===== src/rtl/fbsq_pkg.sv =====
// ----------------------------------------------------------------------------
// fbsq_pkg
// shared types and constants of the frame buffer slot queue
// ----------------------------------------------------------------------------
package fbsq_pkg;

    localparam int SLOT_COUNT = 32;
    localparam int SLOT_W     = $clog2(SLOT_COUNT);
    localparam int CNT_W      = SLOT_W + 1;
    localparam int XFORM_W    = 8;
    localparam int TIME_W     = 64;
    localparam int DATA_W     = XFORM_W + TIME_W;

    typedef enum logic [2:0] {
        CMD_DEQUEUE = 3'd0,
        CMD_REQUEST = 3'd1,
        CMD_QUEUE   = 3'd2,
        CMD_CANCEL  = 3'd3,
        CMD_ACQUIRE = 3'd4
    } t_cmd;

    typedef enum logic [1:0] {
        STS_OK      = 2'd0,
        STS_INVALID = 2'd1,
        STS_BUSY    = 2'd2,
        STS_RETRY   = 2'd3
    } t_status;

    typedef enum logic [1:0] {
        SL_FREE   = 2'd0,
        SL_DEQ    = 2'd1,
        SL_QUEUED = 2'd2
    } t_slot_st;

    typedef enum logic [1:0] {
        CFG_SYNC   = 2'd0,
        CFG_CLIENT = 2'd1,
        CFG_COUNT  = 2'd2,
        CFG_XFORM  = 2'd3
    } t_cfg_idx;

    typedef struct packed {
        logic              deq_any;
        logic              hit;
        logic [SLOT_W-1:0] hit_idx;
        logic              cur_ok;
    } t_scan;

endpackage


===== src/rtl/fbsq_ram.sv =====
// ----------------------------------------------------------------------------
// fbsq_ram
// single write, single read synchronous memory with registered read data
// ----------------------------------------------------------------------------
module fbsq_ram
    import fbsq_pkg::*;
#(
    parameter int WIDTH = DATA_W
) (
    input  logic              i_clk,
    input  logic              i_we,
    input  logic [SLOT_W-1:0] i_waddr,
    input  logic [WIDTH-1:0]  i_wdata,
    input  logic [SLOT_W-1:0] i_raddr,
    output logic [WIDTH-1:0]  o_rdata
);

    logic [WIDTH-1:0] r_mem [SLOT_COUNT];

    always_ff @(posedge i_clk) begin
        if (i_we) begin
            r_mem[i_waddr] <= i_wdata;
        end
        o_rdata <= r_mem[i_raddr];
    end

endmodule


===== src/rtl/fbsq_scan.sv =====
// ----------------------------------------------------------------------------
// fbsq_scan
// priority search for the lowest free slot that is not current
// ----------------------------------------------------------------------------
module fbsq_scan
    import fbsq_pkg::*;
(
    input  logic [SLOT_COUNT-1:0][1:0] i_states,
    input  logic [CNT_W-1:0]           i_cnt,
    input  logic                       i_cur_valid,
    input  logic [SLOT_W-1:0]          i_cur_idx,
    output t_scan                      o_scan
);

    always_comb begin
        o_scan = '0;
        for (int i = SLOT_COUNT - 1; i >= 0; i--) begin
            if (CNT_W'(i) < i_cnt) begin
                if (i_states[i] == SL_FREE &&
                    !(i_cur_valid && i_cur_idx == SLOT_W'(i))) begin
                    // dequeued slots above the lowest hit are not seen
                    o_scan.deq_any = 1'b0;
                    o_scan.hit     = 1'b1;
                    o_scan.hit_idx = SLOT_W'(i);
                end else if (i_states[i] == SL_DEQ) begin
                    o_scan.deq_any = 1'b1;
                end
            end
        end
        o_scan.cur_ok = i_cur_valid && ({1'b0, i_cur_idx} < i_cnt);
    end

endmodule


===== src/rtl/frame_buffer_slot_queue.sv =====
// ----------------------------------------------------------------------------
// frame_buffer_slot_queue
// slot ownership tracking and frame queue between a producer and a consumer
// ----------------------------------------------------------------------------
// the result is registered in the exec state; an acquire that takes a new
//   current slot also passes a data state (fifo memory read, then slot data
//   memory read); busy covers them, and no new item is taken until idle
// reset: synchronous, all slots free, fifo empty, no current slot
// results are strobed for one cycle, the receiver cannot stall
module frame_buffer_slot_queue
    import fbsq_pkg::*;
(
    input  logic                i_clk,
    input  logic                i_rst_n,
    input  logic                i_start,
    output logic                o_busy,
    input  logic                i_cfg_we,
    input  logic [1:0]          i_cfg_idx,
    input  logic [7:0]          i_cfg_data,
    input  logic [2:0]          i_cmd,
    input  logic [4:0]          i_slot,
    input  logic signed [63:0]  i_timestamp,
    output logic                o_valid,
    output logic [1:0]          o_status,
    output logic [4:0]          o_out_slot,
    output logic                o_frame_available,
    output logic                o_new_current,
    output logic [7:0]          o_out_transform,
    output logic signed [63:0]  o_out_timestamp
);

    typedef enum logic [2:0] {
        S_IDLE = 3'b001,
        S_EXEC = 3'b010,
        S_DATA = 3'b100
    } t_state;

    t_state r_state;

    logic                  r_sync, r_client;
    logic [5:0]            r_bcount;
    logic [XFORM_W-1:0]    r_xform;

    logic [SLOT_COUNT-1:0][1:0] r_slot_st;
    logic [SLOT_COUNT-1:0]      r_req;
    logic [SLOT_W-1:0]          r_head;
    logic [CNT_W-1:0]           r_count;
    logic                       r_cur_valid;
    logic [SLOT_W-1:0]          r_cur_idx;
    logic [XFORM_W-1:0]         r_cur_xform;
    logic [TIME_W-1:0]          r_cur_time;

    logic [2:0]            r_cmd;
    logic [SLOT_W-1:0]     r_slot;
    logic [TIME_W-1:0]     r_ts;

    logic [CNT_W-1:0]      cnt;
    t_scan                 scan;
    logic                  accept;
    logic                  is_cur_s;
    logic                  queue_ok;
    logic                  push;
    logic                  acq_new;
    logic [SLOT_W-1:0]     fifo_rd;
    logic [DATA_W-1:0]     data_rd;
    logic                  fifo_we, data_we;
    logic [SLOT_W-1:0]     fifo_waddr, data_raddr;

    assign accept = i_start && (r_state == S_IDLE);
    assign o_busy = (r_state != S_IDLE);

    always_comb begin
        if (r_bcount < 6'd2) begin
            cnt = CNT_W'(2);
        end else if (7'(r_bcount) > 7'(SLOT_COUNT)) begin
            cnt = CNT_W'(SLOT_COUNT);
        end else begin
            cnt = CNT_W'(r_bcount);
        end
    end

    fbsq_scan u_scan (
        .i_states    (r_slot_st),
        .i_cnt       (cnt),
        .i_cur_valid (r_cur_valid),
        .i_cur_idx   (r_cur_idx),
        .o_scan      (scan)
    );

    assign is_cur_s = r_cur_valid && (r_cur_idx == r_slot);
    assign queue_ok = ({1'b0, r_slot} < cnt) && (r_slot_st[r_slot] == SL_DEQ) &&
                      !is_cur_s && r_req[r_slot] &&
                      !((r_sync || r_count == '0) && r_count >= CNT_W'(SLOT_COUNT));
    assign push     = r_sync || (r_count == '0);
    assign acq_new  = (r_cmd == CMD_ACQUIRE) && (r_count != '0) &&
                      !(r_cur_valid && r_cur_idx == fifo_rd);

    assign fifo_we    = (r_state == S_EXEC) && (r_cmd == CMD_QUEUE) && queue_ok;
    assign data_we    = fifo_we;
    assign fifo_waddr = push ? (r_head + r_count[SLOT_W-1:0]) : r_head;
    assign data_raddr = fifo_rd;

    fbsq_ram #(.WIDTH(SLOT_W)) u_fifo (
        .i_clk   (i_clk),
        .i_we    (fifo_we),
        .i_waddr (fifo_waddr),
        .i_wdata (r_slot),
        .i_raddr (r_head),
        .o_rdata (fifo_rd)
    );

    fbsq_ram #(.WIDTH(DATA_W)) u_data (
        .i_clk   (i_clk),
        .i_we    (data_we),
        .i_waddr (r_slot),
        .i_wdata ({r_xform, r_ts}),
        .i_raddr (data_raddr),
        .o_rdata (data_rd)
    );

    always_ff @(posedge i_clk) begin
        if (!i_rst_n) begin
            r_state     <= S_IDLE;
            r_sync      <= 1'b0;
            r_client    <= 1'b0;
            r_bcount    <= 6'd3;
            r_xform     <= '0;
            r_slot_st   <= '0;
            r_req       <= '0;
            r_head      <= '0;
            r_count     <= '0;
            r_cur_valid <= 1'b0;
            r_cur_idx   <= '0;
            r_cur_xform <= '0;
            r_cur_time  <= '0;
            o_valid     <= 1'b0;
        end else begin
            o_valid <= 1'b0;
            if (i_cfg_we) begin
                case (i_cfg_idx)
                    CFG_SYNC:   r_sync   <= i_cfg_data[0];
                    CFG_CLIENT: r_client <= i_cfg_data[0];
                    CFG_COUNT:  r_bcount <= i_cfg_data[5:0];
                    CFG_XFORM:  r_xform  <= i_cfg_data;
                    default: ;
                endcase
            end
            case (r_state)
                S_IDLE: begin
                    if (accept) begin
                        r_cmd   <= i_cmd;
                        r_slot  <= i_slot;
                        r_ts    <= i_timestamp;
                        r_state <= S_EXEC;
                    end
                end
                S_EXEC: begin
                    r_state           <= S_IDLE;
                    o_valid           <= !acq_new;
                    o_status          <= STS_OK;
                    o_out_slot        <= '0;
                    o_frame_available <= 1'b0;
                    o_new_current     <= 1'b0;
                    o_out_transform   <= '0;
                    o_out_timestamp   <= '0;
                    case (r_cmd)
                        CMD_DEQUEUE: begin
                            if (!r_client && scan.deq_any) begin
                                o_status <= STS_INVALID;
                            end else if (scan.hit) begin
                                r_slot_st[scan.hit_idx] <= SL_DEQ;
                                o_out_slot <= scan.hit_idx;
                            end else if (r_sync && scan.cur_ok) begin
                                r_slot_st[r_cur_idx] <= SL_DEQ;
                                o_out_slot <= r_cur_idx;
                            end else begin
                                o_status <= r_sync ? STS_RETRY : STS_BUSY;
                            end
                        end
                        CMD_REQUEST: begin
                            if ({1'b0, r_slot} < cnt) begin
                                r_req[r_slot] <= 1'b1;
                            end else begin
                                o_status <= STS_INVALID;
                            end
                        end
                        CMD_QUEUE: begin
                            if (queue_ok) begin
                                o_frame_available <= (r_count == '0);
                                if (push) begin
                                    r_count <= r_count + 1'b1;
                                end else begin
                                    r_slot_st[fifo_rd] <= SL_FREE;
                                end
                                r_slot_st[r_slot] <= SL_QUEUED;
                            end else begin
                                o_status <= STS_INVALID;
                            end
                        end
                        CMD_CANCEL: begin
                            if ({1'b0, r_slot} < cnt && r_slot_st[r_slot] == SL_DEQ) begin
                                r_slot_st[r_slot] <= SL_FREE;
                            end else begin
                                o_status <= STS_INVALID;
                            end
                        end
                        CMD_ACQUIRE: begin
                            o_out_slot      <= r_cur_idx;
                            o_out_transform <= r_cur_xform;
                            o_out_timestamp <= r_cur_time;
                            if (r_count != '0) begin
                                r_head  <= r_head + 1'b1;
                                r_count <= r_count - 1'b1;
                                if (acq_new) begin
                                    if (r_cur_valid && r_slot_st[r_cur_idx] == SL_QUEUED) begin
                                        r_slot_st[r_cur_idx] <= SL_FREE;
                                    end
                                    r_cur_valid <= 1'b1;
                                    r_cur_idx   <= fifo_rd;
                                    r_state     <= S_DATA;
                                end
                            end
                        end
                        default: begin
                            o_status <= STS_INVALID;
                        end
                    endcase
                end
                S_DATA: begin
                    r_state           <= S_IDLE;
                    r_cur_xform       <= data_rd[DATA_W-1:TIME_W];
                    r_cur_time        <= data_rd[TIME_W-1:0];
                    o_valid           <= 1'b1;
                    o_status          <= STS_OK;
                    o_out_slot        <= r_cur_idx;
                    o_frame_available <= 1'b0;
                    o_new_current     <= 1'b1;
                    o_out_transform   <= data_rd[DATA_W-1:TIME_W];
                    o_out_timestamp   <= data_rd[TIME_W-1:0];
                end
                default: begin
                    r_state <= S_IDLE;
                end
            endcase
        end
    end

endmodule


===== config.mk =====
export PLATFORM = sky130hd
export DESIGN_NAME = frame_buffer_slot_queue
export DESIGN_NICKNAME = d
export VERILOG_FILES = /design/src/rtl/fbsq_pkg.sv /design/src/rtl/fbsq_ram.sv /design/src/rtl/fbsq_scan.sv /design/src/rtl/frame_buffer_slot_queue.sv
export SDC_FILE = /design/constraint.sdc
export NUM_CORES = 2
export LEC_CHECK = 0
export CELL_PAD_IN_SITES_DETAIL_PLACEMENT = 1
export CELL_PAD_IN_SITES_GLOBAL_PLACEMENT = 1
export CORE_MARGIN = 10
export CORE_UTILIZATION = 41
export CTS_BUF_LIST = sky130_fd_sc_hd__clkbuf_4
export CTS_CLUSTER_SIZE = 10
export DETAILED_ROUTE_END_ITERATION = 6
export DONT_BUFFER_PORTS = 1
export PLACE_DENSITY = 0.7
export SLEW_MARGIN = 40
export SYNTH_ARGS = -nofsm -noshare
export SYNTH_HDL_FRONTEND = slang
export SYNTH_SLANG_ARGS = --single-unit

===== constraint.sdc =====
create_clock -name i_clk -period 6.3 [get_ports i_clk]
set_input_delay 0.945 -clock i_clk [delete_from_list [all_inputs] [get_ports i_clk]]
set_output_delay 0.945 -clock i_clk [all_outputs]
set_load 0.01 [all_outputs]

Yosys cells after proc, flatten, opt, wreduce, memory -nomap -nowiden
Memory sizes are Yosys's and may differ from the RTL's. A register that Yosys moved wholly into a read port is not among the register bits.
Cells that the tools add are included.
{"block": "totals", "word_cells": 576, "out_inout_bits": 83, "inputBits": 86, "n_memories": 2, "ram_bits": 2464, "reg_bits": 358}
{"name": "u_data.r_mem", "words": 32, "word_bits": 72, "read_ports": 1, "rd_ports_with_merged_regs": 1, "write_ports": 1, "line": "fbsq_ram.sv:18", "text": "logic [WIDTH-1:0] r_mem [SLOT_COUNT];"}
{"name": "u_fifo.r_mem", "words": 32, "word_bits": 5, "read_ports": 1, "rd_ports_with_merged_regs": 1, "write_ports": 1, "line": "fbsq_ram.sv:18"}
{"block": "op_classes", "eq_ne": 87, "reduce_logical": 173, "add_sub_neg": 4, "bitwise": 16, "order_cmp": 45, "mux": 195}
{"cell": "$mux 64", "n": 14}
{"cell": "$pmux 64 s4", "n": 1}
{"cell": "$mux 7", "n": 32}
{"cell": "$mux 6", "n": 37}
{"cell": "$and 64x64->64", "n": 3}
{"cell": "$not 64->64", "n": 3}
{"cell": "$or 32x32->32", "n": 4}
{"cell": "$pmux 64 s2", "n": 1}
{"cell": "$and 32x32->32", "n": 3}
{"cell": "$lt 5x6->1 const A", "n": 16}
{"cell": "$not 32->32", "n": 3}
{"cell": "$logic_and 1x1->1", "n": 84}
{"cell": "$eq 5x5->1 const B", "n": 16}
{"cell": "$mux 1", "n": 74}
{"cell": "$eq 2x1->1 const B", "n": 34}
{"cell": "$logic_not 2->1", "n": 33}
{"cell": "$lt 4x6->1 const A", "n": 8}
{"cell": "$demux 2 s5", "n": 4}
{"cell": "$eq 5x4->1 const B", "n": 8}
{"cell": "$logic_not 1->1", "n": 37}
{"cell": "$lt 3x6->1 const A", "n": 4}
{"cell": "$lt 5x6->1 const B", "n": 4}
{"cell": "$bmux 2 s5", "n": 2}
{"cell": "$eq 5x3->1 const B", "n": 4}
{"cell": "other kinds (47)", "n": 91}

Depth between registers and ports, before layout
{"block": "depth", "word_depth": 108, "depth_mapped": 17, "depth_no_buf": 12}

By module
From an unflattened synthesis, not the netlist that was laid out.
{"block": "unflattened", "cells_unflattened": 6614, "hier_area_um2": 114660.0}
{"module": "fbsq_ram at u_data", "cells_each": 4208, "area_per_inst_um2": 89123.0, "instances": 1, "seq_area_each_um2": 70627.7}
{"module": "frame_buffer_slot_queue", "cells_each": 1868, "area_per_inst_um2": 17424.2, "instances": 1, "seq_area_each_um2": 8698.3}
{"module": "fbsq_ram at u_fifo", "cells_each": 277, "area_per_inst_um2": 6344.8, "instances": 1, "seq_area_each_um2": 4904.7}
{"module": "fbsq_scan", "cells_each": 261, "area_per_inst_um2": 1767.9, "instances": 1, "seq_area_each_um2": 0.0}

Worst setup path after synthesis
No wires, ideal clock.
{"block": "synth_timing", "path_kind": "register to register", "from": "register r_slot[0]", "to": "register r_slot_st[59] in the netlist's numbering", "stages_incl_launch_ff": 15, "required_time_ns": 6.226, "path_slack_ns": -0.125, "synth_period_minus_slack_ns": 6.425, "t_arrival_ns": 6.350, "n_path_buf": 6, "setup_time_ns": 0.074, "cell_sequence": "edfxtp_1 buf_4 buf_6 buf_6 buf_6 mux2i_1 o22ai_1 nor4_1 o311a_1 nand3_1 or3_1 buf_2 buf_6 nor2_1 o221a_1"}
{"block": "synth_via", "elab_chain_cells": 9, "elab_cells_between_ends": 27, "classes_between": "order compare (3); eq/ne (4); mux (9); bitwise (3); reduce/logical (8)"}
{"element": "start: declaration", "line": "frame_buffer_slot_queue.sv:54", "text": "logic [SLOT_W-1:0] r_slot;"}
{"element": "start signal: assignment", "line": "frame_buffer_slot_queue.sv:152", "text": "r_slot <= i_slot;"}
{"element": "$bmux 2 s5", "line": "frame_buffer_slot_queue.sv:91, frame_buffer_slot_queue.sv:201"}
{"element": "$mux 2 (not written as such)", "line": "frame_buffer_slot_queue.sv:91, frame_buffer_slot_queue.sv:201"}
{"element": "$eq 2x1->1", "line": "frame_buffer_slot_queue.sv:91, frame_buffer_slot_queue.sv:201"}
{"element": "$logic_and 1x1->1", "line": "frame_buffer_slot_queue.sv:91, frame_buffer_slot_queue.sv:201"}
{"element": "$logic_and 1x1->1", "line": "frame_buffer_slot_queue.sv:91", "text": "assign queue_ok = ({1'b0, r_slot} < cnt) && (r_slot_st[r_slot] == SL_DEQ) &&"}
{"element": "$logic_and 1x1->1 (2 in a row)", "line": "frame_buffer_slot_queue.sv:92", "text": "!is_cur_s && r_req[r_slot] &&"}
{"element": "$ne 2x2->1 (no line)"}
{"element": "$reduce_and 9->1 (no line)"}
{"element": "end signal: assignment", "line": "frame_buffer_slot_queue.sv:128", "text": "r_slot_st <= '0;"}
{"element": "end signal: indexed assignment", "line": "frame_buffer_slot_queue.sv:171", "text": "r_slot_st[scan.hit_idx] <= SL_DEQ;"}
{"element": "end signal: indexed assignment", "line": "frame_buffer_slot_queue.sv:174", "text": "r_slot_st[r_cur_idx] <= SL_DEQ;"}
{"element": "end: declaration", "line": "frame_buffer_slot_queue.sv:44", "text": "logic [SLOT_COUNT-1:0][1:0] r_slot_st;"}
Parallel ways exist; a longest one is shown, timed or not. The select of a mux whose other input is x is not followed.
A chain may end at the register's enable or synchronous reset.

Worst setup path in the final report
{"block": "layout_timing", "from": "register r_slot[0]", "to": "register r_slot_st[15] in the netlist's numbering"}
The elaborated chain is that of the path after synthesis.

==> impl_metrics.py <==
metrics = {
    "run_status": {
        "status": "finished, final reports clean",
    },
    "synth": {
        "synth_area_leaders": "edfxtp_1 (70%), mux4_2 (13%), dfxtp_1 (5.0%), a22oi_1 (2.0%), nand2_1 (1.5%)",
        "syn_area_sq_um": 113000,
        "synth-seq-cells": 2899,
        "synth_edf_count": 2617,
        "avgSynthCellArea_sq_um": 18.9,
        "ys_async_sr_fraction": 0,
        "syn-num-nets": 6081,
        "synth_top_area_cell": "edfxtp_1",
        "synthFlopType": "edfxtp_1",
        "yosysUniqueCellTypes": 113,
        "yosysMostFrequentCell": "edfxtp_1",
        "synth_common_cells": "edfxtp_1 (2,617), mux4_2 (644), nand2_1 (446)",
        "synth_top_cell_area_share": 0.696,
        "yosysSeqAreaShare": 0.746,
        "synth_cells": 5976,
        "yosysWarnings": 0,
    },
    "timing": {
        "fin_crit_sh": 0.775,
        "relSlewSlack": 0.397,
        "finalSetupViolations": 0,
        "clock.fmax_ghz": 0.205,
        "setup_tns_ns": 0,
        "tightest_slew_ns": 0.893,
        "maxSlewViolCount": 0,
        "rsz0062_at_grt": "false",
        "period_needed_ns": 4.88,
        "finalHoldViolCount": 0,
        "skew_ns": 0.153,
    },
    "floorplan": {
        "start_util": 0.413,
        "die_y_microns": 545,
        "core_area_sq_um": 274000,
        "rows": 192,
        "die_area_sq_um": 297000,
        "ios": 169,
        "dieWidth_microns": 545,
    },
    "clock_network": {
        "clkTransAtPathRegs_ns": 0.08,
        "cts_setup_buffers": 0,
        "cts_resized": 0,
        "cts.htree.levels": 6,
        "cts_buffers": 729,
        "cts_buffer_depth": 4,
        "insertion_delay_ns": 1.61,
        "clock_sinks": 2899,
        "root_buffer": "clkbuf_4",
        "cts_tree": "built",
        "cts_hold_buf": 158,
    },
    "route": {
        "drtIter0Drc": 8434,
        "drc": 0,
        "dr.pass1.iters": 5,
        "via_count": 66100,
        "antenna_left": 0,
        "routedWlPerCell_microns": 32.5,
        "routed_wl_microns": 355000,
        "vias_per_cell": 6.05,
    },
    "global_route": {
        "grt_pass1_vias": 68900,
        "grt_pass1_wl_microns": 507000,
        "grt_max_degree": 130,
        "grt-ovfl-total": 0,
        "grt_antenna_before_repair": 35,
        "track_usage": 0.234,
    },
    "critical_path": {
        "max_stage_delay_ns": 0.66,
        "worstPathArrival_ns": 6.30,
        "path_class": "reg2reg",
        "cp.required_ns": 7.72,
        "cpMostUsedCell": "buf_4",
        "cp_top_family": "buffers and inverters",
        "crit_path_max_fanout": 26,
        "slowest_stage": "edfxtp_1",
        "crit_chain": "buf_4, mux2i_1, mux4_2, nor3_1, o311a_1, nand3_1, or3_4, buf_12, buf_4, nor2_4, buf_4, o21ai_0, a21oi_1",
        "worstSetupEndpointType": "flip-flop",
        "start_kind": "flip-flop",
        "critPathBufInv": 4,
    },
    "cells_and_area": {
        "nets": 6880,
        "regArea_sq_um": 84200,
        "area_growth_syn_to_layout_pct": 15.3,
        "drive_gt1_frac": 0.305,
        "fin_util": 0.476,
        "filler_cell_count": 25900,
        "fin_area_sq_um": 130000,
        "multi_input_area_sq_um": 27400,
    },
    "hold_path": {
        "min_path_type": "in2reg",
    },
    "placed_design": {
        "dp_hpwl_microns": 213000,
        "io_buffer_count": 0,
        "place_area_sq_um": 119000,
        "gp_routability_congestion": 0.911,
    },
    "run": {
        "maxCapViolations": 0,
    },
    "power_and_ir_drop": {
        "p_leak_nw": 41.8,
        "max-vdd-ir-drop_v": 0.000209,
        "total_power_mw": 37.6,
        "powerDensity_nw_per_um2": 289,
    },
}
==> cell families after synthesis <==
group                    Yosys count  synth area share
flip-flops                      2899             0.746
AND/OR/NAND/NOR                  998            0.0422
AO/OA/AOI/OAI                    915            0.0574
multiplexers                     718             0.135
buffers and inverters            403            0.0157
XOR/XNOR                          24           0.00186
adder cells (fa/ha/maj)           19           0.00224
==> worst paths after layout <==
| path | startpoint | endpoint | slack (ns) | cells after the start |
|---|---|---|---|---|
| min | i_cmd[0] | r_cmd[0] | 0.13 | 1 |
| min reg2reg | u_data.o_rdata[42] | r_cur_time[42] | 0.44 | 2 |
| max reg2reg | r_slot[0] | r_slot_st[15] | 1.42 | 13 |
| max | r_slot[0] | r_slot_st[15] | 1.42 | 13 |
==> metal layers <==
metal,track usage,vias up,wire [microns]
li1,-,26700,-
met1,0.327,34900,143000
met2,0.365,3841,166000
met3,0.0501,691,32800
met4,0.0812,10,12200
met5,0,-,72
==> worst reg2reg max path, cell delays in order (launching register included) <==
cell and delay [ns]:
edfxtp_1 0.66, buf_4 0.49, mux2i_1 0.15, mux4_2 0.51, nor3_1 0.17, o311a_1 0.28
nand3_1 0.13, or3_4 0.53, buf_12 0.29, buf_4 0.28, nor2_4 0.60, buf_4 0.43
o21ai_0 0.14, a21oi_1 0.15
==> sequential cells by signal, indices dropped and copies added, names as in the netlist, 3 cells and up <==
signal           cells
o_out_timestamp     64
r_ts                64
o_out_transform      8
r_head               5
r_cur_xform          8
r_state              3
u_data.o_rdata      72
r_cur_idx            5
r_cmd                3
r_cur_time          64
r_slot               5
r_bcount             6
r_req               32
r_slot_st           64
u_fifo.o_rdata       5
u_data.r_mem      2304
r_count              6
o_out_slot           5
u_fifo.r_mem       160
r_xform              8
==> where the power goes <==
part	switching [mW]	internal [mW]	total (mW)
Clock	7.97	8.05	16.0
Combinational	0.471	0.198	0.669
Sequential	0.0559	20.9	20.9
==> area by class of cell <==
type	count	share of cell area
Inverter	31	0.000970
Timing Repair Buffer	440	0.0362
Multi-Input combinational cell	2674	0.210
Tap cell	3589	0.0345
Clock buffer	1062	0.0612
Clock inverter	214	0.00994
Antenna cell	21	0.000403
Sequential cell	2899	0.647
==> layout by cell type, fill, tap and decap left out, types with 17 or more instances in the layout <==
cell and instances:
dfxtp_1 273, a22oi_1 296, nand2_1 444, clkinv_2 32, mux2i_1 63, nand3_1 85
o22ai_1 32, a31oi_1 55, o21ai_0 97, dlygate4sd3_1 157, clkinv_1 126, edfxtp_1 2617
inv_1 28, nor3_1 18, o221ai_1 17, nor2_4 34, mux4_2 644, nand4_1 82
diode_2 21, inv_6 19, nor2_1 166, ha_1 17, buf_4 162, buf_12 50
buf_6 51, o21a_1 33, a21oi_1 185, clkbuf_4 1063, nand2b_1 18, a221oi_1 17
==> stage by stage <==
stage / worst slack [ns] / hold WS (ns) / cells
floorplan: -0.104 / 0.432 / 5976
global placement: 1.44 / 0.442 / 9406
detailed placement: 1.50 / 0.447 / 9466
CTS: 1.49 / 0.00892 / 10900
global route: 1.27 / 0.0383 / 10900
finish: 1.42 / 0.132 / 10900
Note: power is estimated with default switching activity, not from simulation.
